$ cat config.mk
export PLATFORM = sky130hd
export DESIGN_NAME = formula_molar_mass_parser_flat
export DESIGN_NICKNAME = d
export VERILOG_FILES = /design/src/rtl/core/fmp_pkg.sv /design/src/rtl/core/fmp_char_if.sv /design/src/rtl/core/fmp_rec_if.sv /design/src/rtl/core/formula_molar_mass_parser.sv /design/src/flat_wrapper.sv
export SDC_FILE = /design/constraint.sdc
export NUM_CORES = 1
export LEC_CHECK = 0
export ABC_AREA = 1
export BUFFER_PORTS_ARGS = -buffer_cell sky130_fd_sc_hd__clkbuf_2
export CAP_MARGIN = 40
export CORE_AREA = 2 2 266 268
export DETAILED_ROUTE_END_ITERATION = 16
export DIE_AREA = 0 0 268 270
export PLACE_DENSITY_LB_ADDON = 0.05
export REMOVE_ABC_BUFFERS = 1
export SYNTH_ARGS = -nofsm -noshare
export SYNTH_HDL_FRONTEND = slang
export SYNTH_SLANG_ARGS = --single-unit
$ cat constraint.sdc
create_clock -name clk_i -period 15.9 [get_ports clk_i]
set_input_delay 0 -clock clk_i [delete_from_list [all_inputs] [get_ports clk_i]]
set_output_delay 0 -clock clk_i [all_outputs]
set_load 0.03 [all_outputs]
$ cat src/rtl/core/fmp_pkg.sv
`default_nettype none

package fmp_pkg;

  // Number of table entries, atomic numbers 1 to 36
  localparam int ELEM_COUNT = 36;
  localparam int MASS_W     = 23;
  localparam int MILLI_W    = 17;

  typedef enum logic [1:0] {
    PH_GAP,
    PH_SYM,
    PH_CNT,
    PH_STOP
  } phase_e;

  typedef enum logic [1:0] {
    ST_OK,
    ST_BADSYM,
    ST_UNKNOWN
  } status_e;

  localparam logic REC_RUN = 1'b0;
  localparam logic REC_SUM = 1'b1;

  typedef struct packed {
    logic              record_kind;
    logic [5:0]        element_number;
    logic [6:0]        atoms_added;
    status_e           parse_status;
    logic [6:0]        atom_total;
    logic [MASS_W-1:0] mass_milli;
    logic              final_record;
  } rec_t;

  // First and second letter of each symbol, 0 where the symbol has one letter
  localparam logic [7:0] ELEM_SYM_A [ELEM_COUNT+1] = '{
    8'h00, "H", "H", "L", "B", "B", "C", "N", "O", "F", "N",
    "N", "M", "A", "S", "P", "S", "C", "A", "K", "C",
    "S", "T", "V", "C", "M", "F", "C", "N", "C", "Z",
    "G", "G", "A", "S", "B", "K"
  };

  localparam logic [7:0] ELEM_SYM_B [ELEM_COUNT+1] = '{
    8'h00, 8'h00, "e", "i", "e", 8'h00, 8'h00, 8'h00, 8'h00, 8'h00, "e",
    "a", "g", "l", "i", 8'h00, 8'h00, "l", "r", 8'h00, "a",
    "c", "i", 8'h00, "r", "n", "e", "o", "i", "u", "n",
    "a", "e", "s", "e", "r", "r"
  };

  // Molar masses in thousandths of a unit
  localparam logic [MILLI_W-1:0] ELEM_MILLI [ELEM_COUNT+1] = '{
    17'd0,
    17'd1008,  17'd4003,  17'd6940,  17'd9012,  17'd10810, 17'd12011,
    17'd14007, 17'd15999, 17'd18998, 17'd20180, 17'd22990, 17'd24305,
    17'd26982, 17'd28086, 17'd30974, 17'd32060, 17'd35450, 17'd39948,
    17'd39098, 17'd40078, 17'd44956, 17'd47867, 17'd50942, 17'd51996,
    17'd54938, 17'd55845, 17'd58933, 17'd58693, 17'd63546, 17'd65380,
    17'd69723, 17'd72630, 17'd74922, 17'd78971, 17'd79904, 17'd83798
  };

  // Match a symbol of one or two letters against the table; 0 if not found
  function automatic logic [5:0] fmp_lookup(input logic [15:0] chars,
                                            input logic [1:0]  len);
    logic [5:0] hit;
    logic       one_hit;
    logic       two_hit;
    hit = '0;
    for (int i = 1; i <= ELEM_COUNT; i++) begin
      one_hit = (len == 2'd1) && (chars[7:0] == ELEM_SYM_A[i]) &&
                (ELEM_SYM_B[i] == 8'h00);
      two_hit = (len == 2'd2) && (chars[7:0] == ELEM_SYM_A[i]) &&
                (chars[15:8] == ELEM_SYM_B[i]) && (ELEM_SYM_B[i] != 8'h00);
      if (one_hit || two_hit) begin
        hit = hit | 6'(i);
      end
    end
    return hit;
  endfunction

endpackage

`default_nettype wire

$ cat src/rtl/core/fmp_char_if.sv
`default_nettype none

interface fmp_char_if;
  logic       valid;
  logic       ready;
  logic [7:0] char_code;
  logic       last_char;

  modport source (output valid, output char_code, output last_char, input ready);
  modport sink   (input valid, input char_code, input last_char, output ready);
endinterface

`default_nettype wire

$ cat src/rtl/core/fmp_rec_if.sv
`default_nettype none

interface fmp_rec_if;
  logic        valid;
  logic        ready;
  logic        record_kind;
  logic [5:0]  element_number;
  logic [6:0]  atoms_added;
  logic [1:0]  parse_status;
  logic [6:0]  atom_total;
  logic [22:0] mass_milli;
  logic        final_record;

  modport source (output valid, output record_kind, output element_number,
                  output atoms_added, output parse_status, output atom_total,
                  output mass_milli, output final_record, input ready);
  modport sink   (input valid, input record_kind, input element_number,
                  input atoms_added, input parse_status, input atom_total,
                  input mass_milli, input final_record, output ready);
endinterface

`default_nettype wire

$ cat src/rtl/core/formula_molar_mass_parser.sv
// Chemical formula parser: one ASCII character per item on char_i, with
// last_char set on the final character of a formula. Records leave on rec_o:
// an element run record when a character closes a run, and a summary record
// (status, atom total, molar mass in thousandths) on every last character.
// A last character that also closes a run gives the run record first and
// then the summary, so one item yields zero, one or two records.
// Throughput: one character per cycle while char_i.ready is high. Symbol match,
// count update and the count-times-mass product are combinational between the
// state registers and a four-entry record queue; a record is written to the
// queue when its character is accepted and shows on rec_o behind any earlier ones.
// char_i.ready stays high while at most two records are queued, so input
// keeps flowing while a record waits; a two-record item drains one record per
// pop on rec_o. When the receiver stalls the queue fills and char_i.ready
// drops until room for two records is back.
// Reset (rst_ni low) clears the parse state and empties the queue; the next
// character starts a new formula. After a last character the parse state
// returns to its reset values on its own.
`default_nettype none

module formula_molar_mass_parser #(
  parameter int MAX_ATOMS      = 64,
  parameter int SYMBOL_LETTERS = 3
) (
  input  logic       clk_i,
  input  logic       rst_ni,
  fmp_char_if.sink   char_i,
  fmp_rec_if.source  rec_o
);
  import fmp_pkg::*;

  localparam int AW   = $clog2(MAX_ATOMS + 1);
  localparam int SYMW = SYMBOL_LETTERS * 8;
  localparam logic [AW-1:0] MaxAtoms   = AW'(MAX_ATOMS);
  localparam logic [1:0]    SymLenMax  = 2'(SYMBOL_LETTERS);
  localparam logic [AW+3:0] Ten        = (AW+4)'(10);
  localparam int            FIFO_DEPTH = 4;
  localparam logic [2:0]    FifoRoom   = 3'(FIFO_DEPTH - 2);

  // Parse state
  phase_e            phase_q, phase_d;
  logic [SYMW-1:0]   sym_q, sym_d;
  logic [1:0]        len_q, len_d;
  logic [AW-1:0]     cnt_q, cnt_d;
  logic [AW-1:0]     atoms_q, atoms_d;
  logic [MASS_W-1:0] mass_q, mass_d;
  status_e           err_q, err_d;

  // Record queue
  rec_t       fifo_q [FIFO_DEPTH];
  logic [1:0] wr_ptr_q, rd_ptr_q;
  logic [2:0] count_q;

  logic [7:0] c;
  logic       last;
  logic       acc;
  logic       pop;
  logic       is_lower, is_upper, is_digit, is_space, is_nul;

  assign c    = char_i.char_code;
  assign last = char_i.last_char;
  assign acc  = char_i.valid && char_i.ready;
  assign pop  = rec_o.valid && rec_o.ready;

  assign is_lower = c inside {[8'h61:8'h7A]};
  assign is_upper = c inside {[8'h41:8'h5A]};
  assign is_digit = c inside {[8'h30:8'h39]};
  assign is_space = c inside {8'h20, [8'h09:8'h0D]};
  assign is_nul   = (c == 8'h00);

  // Atoms a run may add: its count (0 meaning 1) clipped to the room left
  function automatic logic [AW-1:0] take_atoms(input logic [AW-1:0] cnt,
                                               input logic [AW-1:0] have);
    logic [AW-1:0] n_v;
    logic [AW-1:0] room_v;
    n_v    = (cnt == '0) ? AW'(1) : cnt;
    room_v = (have < MaxAtoms) ? (MaxAtoms - have) : '0;
    return (n_v < room_v) ? n_v : room_v;
  endfunction

  // Symbol with this character appended, and its table entry
  logic [SYMW-1:0] sym_app;
  logic [1:0]      len_app;
  logic            append;
  logic [5:0]      elem_a;

  assign append = (phase_q == PH_SYM) && is_lower && (len_q < SymLenMax);

  always_comb begin
    sym_app = sym_q;
    len_app = len_q;
    if (append) begin
      for (int k = 0; k < SYMBOL_LETTERS; k++) begin
        if (2'(k) == len_q) begin
          sym_app[k*8 +: 8] = c;
        end
      end
      len_app = len_q + 2'd1;
    end
  end

  assign elem_a = fmp_lookup(sym_app[15:0], len_app);

  // Control pass: phase, counts and atom totals for this character
  phase_e          ph;
  logic [SYMW-1:0] sym;
  logic [1:0]      len;
  logic [AW-1:0]   cnt;
  logic [AW-1:0]   atoms;
  logic [AW-1:0]   atoms_run;
  status_e         err;
  logic            used;
  logic            fin1, fin2;
  logic [AW-1:0]   a1, a2;
  logic [5:0]      e2;
  logic [AW+3:0]   cnt_v;

  always_comb begin
    ph        = phase_q;
    sym       = sym_q;
    len       = len_q;
    cnt       = cnt_q;
    atoms     = atoms_q;
    err       = err_q;
    used      = 1'b0;
    fin1      = 1'b0;
    fin2      = 1'b0;
    a1        = '0;
    a2        = '0;
    e2        = elem_a;
    cnt_v     = '0;

    // Extend the symbol, check it once it is complete
    if (ph == PH_SYM) begin
      used = append;
      sym  = sym_app;
      len  = len_app;
      if (!used || (len >= SymLenMax)) begin
        if (elem_a == '0) begin
          err  = ST_UNKNOWN;
          ph   = PH_STOP;
          used = 1'b1;
        end else begin
          ph  = PH_CNT;
          cnt = '0;
        end
      end
    end

    // Accumulate the count, or close the run
    if (!used && (ph == PH_CNT)) begin
      if (is_digit) begin
        cnt_v = ({4'd0, cnt} * Ten) + (AW+4)'(c[3:0]);
        cnt   = (cnt_v > (AW+4)'(MAX_ATOMS)) ? MaxAtoms : AW'(cnt_v);
        used  = 1'b1;
      end else begin
        fin1  = 1'b1;
        a1    = take_atoms(cnt, atoms);
        atoms = atoms + a1;
        ph    = (atoms >= MaxAtoms) ? PH_STOP : PH_GAP;
      end
    end
    atoms_run = atoms;

    // Between runs: skip whitespace, stop at NUL, start a symbol or flag the character
    if (!used && (ph == PH_GAP)) begin
      if (is_space) begin
        ph = PH_GAP;
      end else if (is_nul) begin
        ph = PH_STOP;
      end else if (is_upper) begin
        sym = SYMW'(c);
        len = 2'd1;
        cnt = '0;
        ph  = PH_SYM;
      end else begin
        err = ST_BADSYM;
        ph  = PH_STOP;
      end
    end

    // End of formula: close any open run into the summary
    if (last) begin
      if (ph == PH_SYM) begin
        e2 = fmp_lookup(sym[15:0], len);
        if (e2 == '0) begin
          err = ST_UNKNOWN;
          ph  = PH_STOP;
        end else begin
          ph  = PH_CNT;
          cnt = '0;
        end
      end
      if (ph == PH_CNT) begin
        fin2  = 1'b1;
        a2    = take_atoms(cnt, atoms);
        atoms = atoms + a2;
      end
    end
  end

  // Mass path: one shared product; a run closed after another adds one atom
  logic [AW-1:0]      mul_a;
  logic [MILLI_W-1:0] mul_m, m1, m2;
  logic [AW+16:0]     prod;
  logic [MASS_W-1:0]  mass_run, mass_sum, extra2;

  assign m1    = ELEM_MILLI[elem_a];
  assign m2    = ELEM_MILLI[e2];
  assign mul_a = fin1 ? a1 : a2;
  assign mul_m = fin1 ? m1 : m2;
  assign prod  = (AW+17)'(mul_a) * (AW+17)'(mul_m);

  always_comb begin
    mass_run = mass_q + (fin1 ? MASS_W'(prod) : '0);
    if (!fin2) begin
      extra2 = '0;
    end else if (fin1) begin
      extra2 = (a2 != '0) ? MASS_W'(m2) : '0;
    end else begin
      extra2 = MASS_W'(prod);
    end
    mass_sum = mass_run + extra2;
  end

  // Records for this character
  rec_t rec_run, rec_sum;

  always_comb begin
    rec_run.record_kind    = REC_RUN;
    rec_run.element_number = elem_a;
    rec_run.atoms_added    = 7'(a1);
    rec_run.parse_status   = err_q;
    rec_run.atom_total     = 7'(atoms_run);
    rec_run.mass_milli     = mass_run;
    rec_run.final_record   = 1'b0;

    rec_sum.record_kind    = REC_SUM;
    rec_sum.element_number = fin2 ? e2 : '0;
    rec_sum.atoms_added    = fin2 ? 7'(a2) : '0;
    rec_sum.parse_status   = err;
    rec_sum.atom_total     = 7'(atoms);
    rec_sum.mass_milli     = mass_sum;
    rec_sum.final_record   = 1'b1;
  end

  // Next parse state: hold, advance, or return to reset after a last character
  always_comb begin
    phase_d = phase_q;
    sym_d   = sym_q;
    len_d   = len_q;
    cnt_d   = cnt_q;
    atoms_d = atoms_q;
    mass_d  = mass_q;
    err_d   = err_q;
    if (acc) begin
      if (last) begin
        phase_d = PH_GAP;
        sym_d   = '0;
        len_d   = '0;
        cnt_d   = '0;
        atoms_d = '0;
        mass_d  = '0;
        err_d   = ST_OK;
      end else begin
        phase_d = ph;
        sym_d   = sym;
        len_d   = len;
        cnt_d   = cnt;
        atoms_d = atoms;
        mass_d  = mass_sum;
        err_d   = err;
      end
    end
  end

  always_ff @(posedge clk_i or negedge rst_ni) begin
    if (!rst_ni) begin
      phase_q <= PH_GAP;
      sym_q   <= '0;
      len_q   <= '0;
      cnt_q   <= '0;
      atoms_q <= '0;
      mass_q  <= '0;
      err_q   <= ST_OK;
    end else begin
      phase_q <= phase_d;
      sym_q   <= sym_d;
      len_q   <= len_d;
      cnt_q   <= cnt_d;
      atoms_q <= atoms_d;
      mass_q  <= mass_d;
      err_q   <= err_d;
    end
  end

  // Queue control: push up to two records, pop one
  logic       push0, push1;
  logic [2:0] n_push;

  assign push0  = acc && (fin1 || last);
  assign push1  = acc && fin1 && last;
  assign n_push = {2'b00, push0} + {2'b00, push1};

  always_ff @(posedge clk_i or negedge rst_ni) begin
    if (!rst_ni) begin
      wr_ptr_q <= '0;
      rd_ptr_q <= '0;
      count_q  <= '0;
    end else begin
      wr_ptr_q <= wr_ptr_q + n_push[1:0];
      rd_ptr_q <= rd_ptr_q + {1'b0, pop};
      count_q  <= count_q + n_push - {2'b00, pop};
    end
  end

  // Queue storage: run record first, summary after it
  always_ff @(posedge clk_i) begin
    if (push0) begin
      fifo_q[wr_ptr_q] <= fin1 ? rec_run : rec_sum;
    end
    if (push1) begin
      fifo_q[wr_ptr_q + 2'd1] <= rec_sum;
    end
  end

  // Drive the channels
  rec_t head;

  assign head         = fifo_q[rd_ptr_q];
  assign char_i.ready = (count_q <= FifoRoom);

  assign rec_o.valid          = (count_q != '0);
  assign rec_o.record_kind    = head.record_kind;
  assign rec_o.element_number = head.element_number;
  assign rec_o.atoms_added    = head.atoms_added;
  assign rec_o.parse_status   = head.parse_status;
  assign rec_o.atom_total     = head.atom_total;
  assign rec_o.mass_milli     = head.mass_milli;
  assign rec_o.final_record   = head.final_record;

`ifndef SYNTHESIS
  a_queue_bound: assert property (@(posedge clk_i) disable iff (!rst_ni)
    count_q <= 3'(FIFO_DEPTH))
    else $error("record queue overflow");

  a_formula_restart: assert property (@(posedge clk_i) disable iff (!rst_ni)
    (acc && last) |=> (phase_q == PH_GAP) && (atoms_q == '0) &&
                      (mass_q == '0) && (err_q == ST_OK))
    else $error("parse state not cleared after last character");

  a_error_stops: assert property (@(posedge clk_i) disable iff (!rst_ni)
    (err_q != ST_OK) |-> (phase_q == PH_STOP))
    else $error("error status while still parsing");

  a_count_caps: assert property (@(posedge clk_i) disable iff (!rst_ni)
    (atoms_q <= MaxAtoms) && (cnt_q <= MaxAtoms))
    else $error("atom total or run count above cap");
`endif

endmodule

`default_nettype wire
$ cat src/flat_wrapper.sv
// flat-port wrapper written by rule: the top's interface ports become plain ports
module formula_molar_mass_parser_flat import fmp_pkg::*;
#(
  parameter int MAX_ATOMS      = 64,
  parameter int SYMBOL_LETTERS = 3
)
  (clk_i, rst_ni, char_i_valid, char_i_char_code, char_i_last_char, char_i_ready, rec_o_valid, rec_o_record_kind, rec_o_element_number, rec_o_atoms_added, rec_o_parse_status, rec_o_atom_total, rec_o_mass_milli, rec_o_final_record, rec_o_ready);
  fmp_char_if char_i_i ();
  fmp_rec_if rec_o_i ();
  input  logic clk_i;
  input  logic rst_ni;
  input wire logic [$bits(char_i_i.valid)-1:0] char_i_valid;
  input wire logic [$bits(char_i_i.char_code)-1:0] char_i_char_code;
  input wire logic [$bits(char_i_i.last_char)-1:0] char_i_last_char;
  output wire logic [$bits(char_i_i.ready)-1:0] char_i_ready;
  output wire logic [$bits(rec_o_i.valid)-1:0] rec_o_valid;
  output wire logic [$bits(rec_o_i.record_kind)-1:0] rec_o_record_kind;
  output wire logic [$bits(rec_o_i.element_number)-1:0] rec_o_element_number;
  output wire logic [$bits(rec_o_i.atoms_added)-1:0] rec_o_atoms_added;
  output wire logic [$bits(rec_o_i.parse_status)-1:0] rec_o_parse_status;
  output wire logic [$bits(rec_o_i.atom_total)-1:0] rec_o_atom_total;
  output wire logic [$bits(rec_o_i.mass_milli)-1:0] rec_o_mass_milli;
  output wire logic [$bits(rec_o_i.final_record)-1:0] rec_o_final_record;
  input wire logic [$bits(rec_o_i.ready)-1:0] rec_o_ready;
  assign char_i_i.valid = char_i_valid;
  assign char_i_i.char_code = char_i_char_code;
  assign char_i_i.last_char = char_i_last_char;
  assign char_i_ready = char_i_i.ready;
  assign rec_o_valid = rec_o_i.valid;
  assign rec_o_record_kind = rec_o_i.record_kind;
  assign rec_o_element_number = rec_o_i.element_number;
  assign rec_o_atoms_added = rec_o_i.atoms_added;
  assign rec_o_parse_status = rec_o_i.parse_status;
  assign rec_o_atom_total = rec_o_i.atom_total;
  assign rec_o_mass_milli = rec_o_i.mass_milli;
  assign rec_o_final_record = rec_o_i.final_record;
  assign rec_o_i.ready = rec_o_ready;
  formula_molar_mass_parser #(.MAX_ATOMS(MAX_ATOMS), .SYMBOL_LETTERS(SYMBOL_LETTERS)) u_core (.clk_i(clk_i), .rst_ni(rst_ni), .char_i(char_i_i), .rec_o(rec_o_i));
endmodule
Word-level counts from Yosys, hierarchy flattened:

Memory sizes are Yosys's and may differ from the RTL's.
Index checks and enable logic that the tools add are counted.

* register bits: 74
* memory bits (writable): 188
* bits in read-only memories: 2176
* input port bits: 13
* output and inout bits: 49
* logic and storage cells: 557
* memories kept: 3

Memory list
* (no name shown): depth 64, width 17, read ports 1, clocked after Yosys merged registers in 0, write ports 0, RTL line formula_molar_mass_parser.sv:207 `assign m1 = ELEM_MILLI[elem_a];`
* (no name shown): depth 64, width 17, read ports 1, clocked after Yosys merged registers in 0, write ports 0, RTL line formula_molar_mass_parser.sv:208 `assign m2 = ELEM_MILLI[e2];`
* u_core.fifo_q: depth 4, width 47, read ports 1, clocked after Yosys merged registers in 0, write ports 2, RTL line formula_molar_mass_parser.sv:49 `rec_t fifo_q [FIFO_DEPTH];`

* add/subtract/negate cells: 14
* multipliers: 2
* magnitude comparators: 19
* equal/unequal tests: 65
* mux-type cells: 316
* bitwise operators: 2
* reduce and logical (&&, ||, !) cells: 126

Operator list (count)
* 2-to-1 mux 6 bit: 86
* equality test 8 x 7 -> 1 bit, second input constant: 54
* 2-to-1 mux 7 bit: 50
* 2-to-1 mux 24 bit: 14
* 2-to-1 mux 5 bit: 32
* 2-to-1 mux 23 bit: 6
* 2-to-1 mux 2 bit: 68
* logical AND 1 bit: 111
* 2-to-1 mux 17 bit: 6
* 2-to-1 mux 4 bit: 16
* 2-to-1 mux 8 bit: 6
* 2-to-1 mux 47 bit: 1
* adder 23 bit: 2
* 2-to-1 mux 3 bit: 8
* multiplier 7 x 17 -> 23 bit: 1
* 2-to-1 mux 1 bit: 23
* greater-or-equal comparator 7 bit, second input constant: 3
* greater-or-equal comparator 8 x 7 -> 1 bit, second input constant: 2
* less-or-equal comparator 8 x 7 -> 1 bit, second input constant: 2
* adder 7 bit: 2
* logical NOT 7 bit: 2
* less-than comparator 7 bit: 2
* less-than comparator 7 bit, second input constant: 2
* inverter 6 -> 7 bit: 2
* 30 further kinds: 43

Longest topological paths before layout:

* depth after elaboration: 201
* gate-level depth with buffers: 122

Worst setup path before layout:

OpenSTA, ideal clock, no wires.

* path kind: register to register
* start: register u_core.len_q[0]
* end: memory u_core.fifo_q[3][21] (netlist bit), data pin
* setup time: 0.274 ns
* arrival: 16.231 ns
* setup slack: -0.605 ns
* stages on the path, launching flop included: 111
* path buffers: 7
* period minus slack after synthesis: 16.505 ns
* cells stage by stage: dfrtp_1 ha_1 nor2_1 nand2_1 nor2_4 buf_6 nand2_2 nand2_1 nand2_1 nand2_1 buf_4 nor2_1 nand2_1 nor2_2 nor4_1 nand4_1 nor4_1 ha_1 [... 75 more ...] a21oi_1 inv_1 a31oi_1 inv_1 a21oi_1 o21ai_0 a21oi_1 o21bai_1 a21o_1 a21oi_1 o21ai_0 nand3_1 nand2_1 xor2_1 inv_1 nand2_1 o21ai_0 o22ai_1

RTL lines
* start: declaration: RTL line formula_molar_mass_parser.sv:42 `logic [1:0] len_q, len_d;`
* start signal: assignment: RTL line formula_molar_mass_parser.sv:288 `len_q <= len_d;`
* end: declaration: RTL line formula_molar_mass_parser.sv:49

==> results.sh <==
export IMPL_core_um2=69500
export IMPL_drv_slew=0
export IMPL_first_pass_iters=5
export IMPL_grt_pass1_vias=27200
export IMPL_grt_use_total=0.287
export IMPL_status="finished with violations"
export IMPL_routed_wl_um=107000
export IMPL_synthesis_instances=3311
export IMPL_required_ns=16.23
export IMPL_yosysSeqAreaShare=0.296
export IMPL_io_buffers=61
export IMPL_timing_final_crit_share=1.00
export IMPL_yosys_warnings=0
export IMPL_antenna_found_initial=1
export IMPL_ant_nets=0
export IMPL_hold_slack_ns=0.100
export IMPL_die_h_um=270
export IMPL_drive_gt1_frac=0.389
export IMPL_via_per_inst=5.34
export IMPL_ys_flop_type="edfxtp_1"
export IMPL_max_freq_ghz=0.0628
export IMPL_io_pins=62
export IMPL_cts_inserted_buffers=30
export IMPL_critical_path_top_delay_family="simple AND/OR/NAND/NOR gates"
export IMPL_cts_tree="done"
export IMPL_final_setup_tns_ns=-0.0983
export IMPL_finalSetupViolCount=8
export IMPL_gp_congestion=0.969
export IMPL_ys_seq_elements=250
export IMPL_syn_avg_cell_area_um2=7.28
export IMPL_ctsHtreeMaxLevel=1
export IMPL_grt_start_max_net_pins=73
export IMPL_crit_buf_inv=18
export IMPL_finalNetCount=4387
export IMPL_slowest_stage="fa_1"
export IMPL_cp_max_fo=6
export IMPL_rsz0062_at_grt="true"
export IMPL_timing_max_cap_violations=0
export IMPL_endpoint_kind="flip-flop"
export IMPL_syn_area_um2=24100
export IMPL_grt_pass1_wl_um=161000
export IMPL_min_period_ns=15.93
export IMPL_wire_per_inst_um=20.9
export IMPL_cts_path_max_buffers=3
export IMPL_synth_edf_count=180
export IMPL_slew_headroom=0.426
export IMPL_die_width_um=268
export IMPL_drt_iter0_drc=2280
export IMPL_start_util=0.347
export IMPL_grt_overflow=0
export IMPL_tightest_slew_ns=0.862
export IMPL_clock_skew_ns=0.0219
export IMPL_core_rowCount=97
export IMPL_crit_top_cell="nand2_2"
export IMPL_die_area_um2=72400
export IMPL_violations="setup timing"
export IMPL_clock_latency_ns=0.59
export IMPL_path_class="reg2reg"
export IMPL_diodes=0
export IMPL_vias=27300
export IMPL_clock_root_buffer="clkbuf_16"
export IMPL_place_hpwl_um=77400
export IMPL_slowest_delay_ns=0.57
export IMPL_start_kind="flip-flop"
export IMPL_syn_to_final_growth_pct=49.6
export IMPL_route_detailed_drc=0
export IMPL_hold_viol_final=0
export IMPL_ys_types=64
export IMPL_min_path_type="in2reg"
export IMPL_cp_arrival_ns=16.26
export IMPL_cts_sinks=250
export IMPL_worst_slack_ns=-0.0258
export IMPL_ys_async_sr_fraction=0.264
export IMPL_clkSlewWorstSetupHoldPaths_ns=0.07
-- metrics by stage --
step	utilization	cells	setup slack, ns	cell area, um^2
final	0.519	5107	-0.0258	36100
after global routing	0.519	5107	-0.807	36100
after CTS	0.486	5051	-0.0877	33800
after detailed placement	0.434	4851	-1.71	30200
after global placement	0.433	4845	-1.70	30100
after floorplan	-	3179	-1.33	23500
-- cell usage after synthesis (6+ instances only) --
library cell | n | area share
buf_6 | 7 | 0.0033
a32oi_1 | 6 | 0.0022
o2111ai_1 | 7 | 0.0025
nand2_4 | 6 | 0.0028
nor4_1 | 22 | 0.0057
xnor2_1 | 30 | 0.011
o21ai_0 | 247 | 0.051
o211ai_1 | 16 | 0.0050
a211oi_1 | 8 | 0.0025
o21ai_1 | 19 | 0.0039
buf_1 | 10 | 0.0016
nand3_1 | 164 | 0.034
a21oi_1 | 131 | 0.027
or2_2 | 10 | 0.0026
o22ai_1 | 254 | 0.066
clkinv_1 | 11 | 0.0017
nor3_1 | 20 | 0.0042
ha_1 | 151 | 0.078
nand4_1 | 37 | 0.0096
edfxtp_1 | 180 | 0.22
inv_2 | 19 | 0.0030
xor2_1 | 53 | 0.019
dfrtp_1 | 66 | 0.068
a31oi_1 | 7 | 0.0018
nor2_1 | 509 | 0.079
a21o_1 | 6 | 0.0019
o32ai_1 | 7 | 0.0025
nand2_2 | 18 | 0.0047
o31ai_1 | 10 | 0.0031
clkbuf_1 | 108 | 0.017
inv_1 | 394 | 0.061
nor2_4 | 7 | 0.0033
fa_1 | 80 | 0.066
nand2_1 | 588 | 0.092
a22oi_1 | 7 | 0.0022
nor2_2 | 19 | 0.0049
o21a_1 | 8 | 0.0025
nand3_2 | 17 | 0.0071
-- what timing repair did --
action                                  CTS  global route
endpoints found under the hold margin    66             0
endpoints found under the setup margin   78           106
pin swaps                               198           259
hold buffers                              2             0
buffers inserted                        139            66
cloned                                    4             0
resized for setup                       381           432
-- registers in the layout, summed over array words and instances (netlist names) --
signal           count
u_core.count_q       3
u_core.sym_q        16
u_core.mass_q       23
u_core.wr_ptr_q      2
u_core.rd_ptr_q      2
u_core.err_q         2
u_core.phase_q       2
u_core.cnt_q         7
u_core.fifo_q      184
u_core.atoms_q       7
u_core.len_q         2
-- area by class of cell --
class                   count  area (um^2)
repair buffers            929         7150
well taps                 940         1180
multi-input cells        2508        18000
flip-flops and latches    250         7140
clock buffers              41          833
clock inverters            15          118
inverters                 424         1650
fillers                  6791        33500
-- cells in the final DEF (no fill, tap or decap), types with 26 or more instances in the layout --
cell,synthesis,final
a21oi_1,131,84
a21oi_2,0,35
buf_4,3,803
buf_6,7,50
clkbuf_16,0,31
clkbuf_2,0,60
dfrtp_1,66,65
edfxtp_1,180,180
fa_1,80,78
ha_1,151,108
ha_4,0,34
inv_1,394,358
inv_2,19,44
nand2_1,588,433
nand2_2,18,122
nand2_4,6,52
nand3_1,164,107
nand3_2,17,52
nand4_1,37,37
nor2_1,509,418
nor2_2,19,67
nor2_4,7,50
o21ai_0,247,212
o21ai_1,19,26
o22ai_1,254,239
xor2_1,53,36
-- layer usage --
layer	GRT usage	wire, um
met1	0.403	48900
met3	0.0348	5940
met5	0	0
met4	0.0737	2750
met2	0.466	48900
-- logic make-up after synthesis --
family / synth area share
AND/OR/NAND/NOR: 0.255
adder cells (fa/ha/maj): 0.145
flip-flops: 0.296
XOR/XNOR: 0.0301
AO/OA/AOI/OAI: 0.185
buffers and inverters: 0.0894
-- worst register-to-register path: cells and delay by family (launching register included) --
family	cells	cell delay, ns
AND/OR/NAND/NOR	69	7.11
XOR/XNOR	3	0.53
buffers and inverters	18	1.75
adder cells (fa/ha/maj)	13	4.26
AO/OA/AOI/OAI	12	1.59
flip-flops	1	0.39
-- worst paths after layout --
| check | start | end | slack [ns] | cells after the start |
|---|---|---|---|---|
| worst max-delay path | u_core.len_q[0] | u_core.fifo_q[2][23] | -0.03 | 115 |
| worst min-delay path | char_i_char_code[0] | u_core.cnt_q[0] | 0.10 | 5 |
| worst max register to register | u_core.len_q[0] | u_core.fifo_q[2][23] | -0.03 | 115 |
| worst min register to register | u_core.mass_q[3] | u_core.mass_q[3] | 0.49 | 2 |
| max in group asynchronous | rst_ni | u_core.mass_q[19] | 14.74 | 3 |
| min in group asynchronous | rst_ni | u_core.rd_ptr_q[1] | 0.15 | 3 |
Power is not shown: default switching activity piles up to over one toggle a cycle in this logic, so the estimate is an artifact.
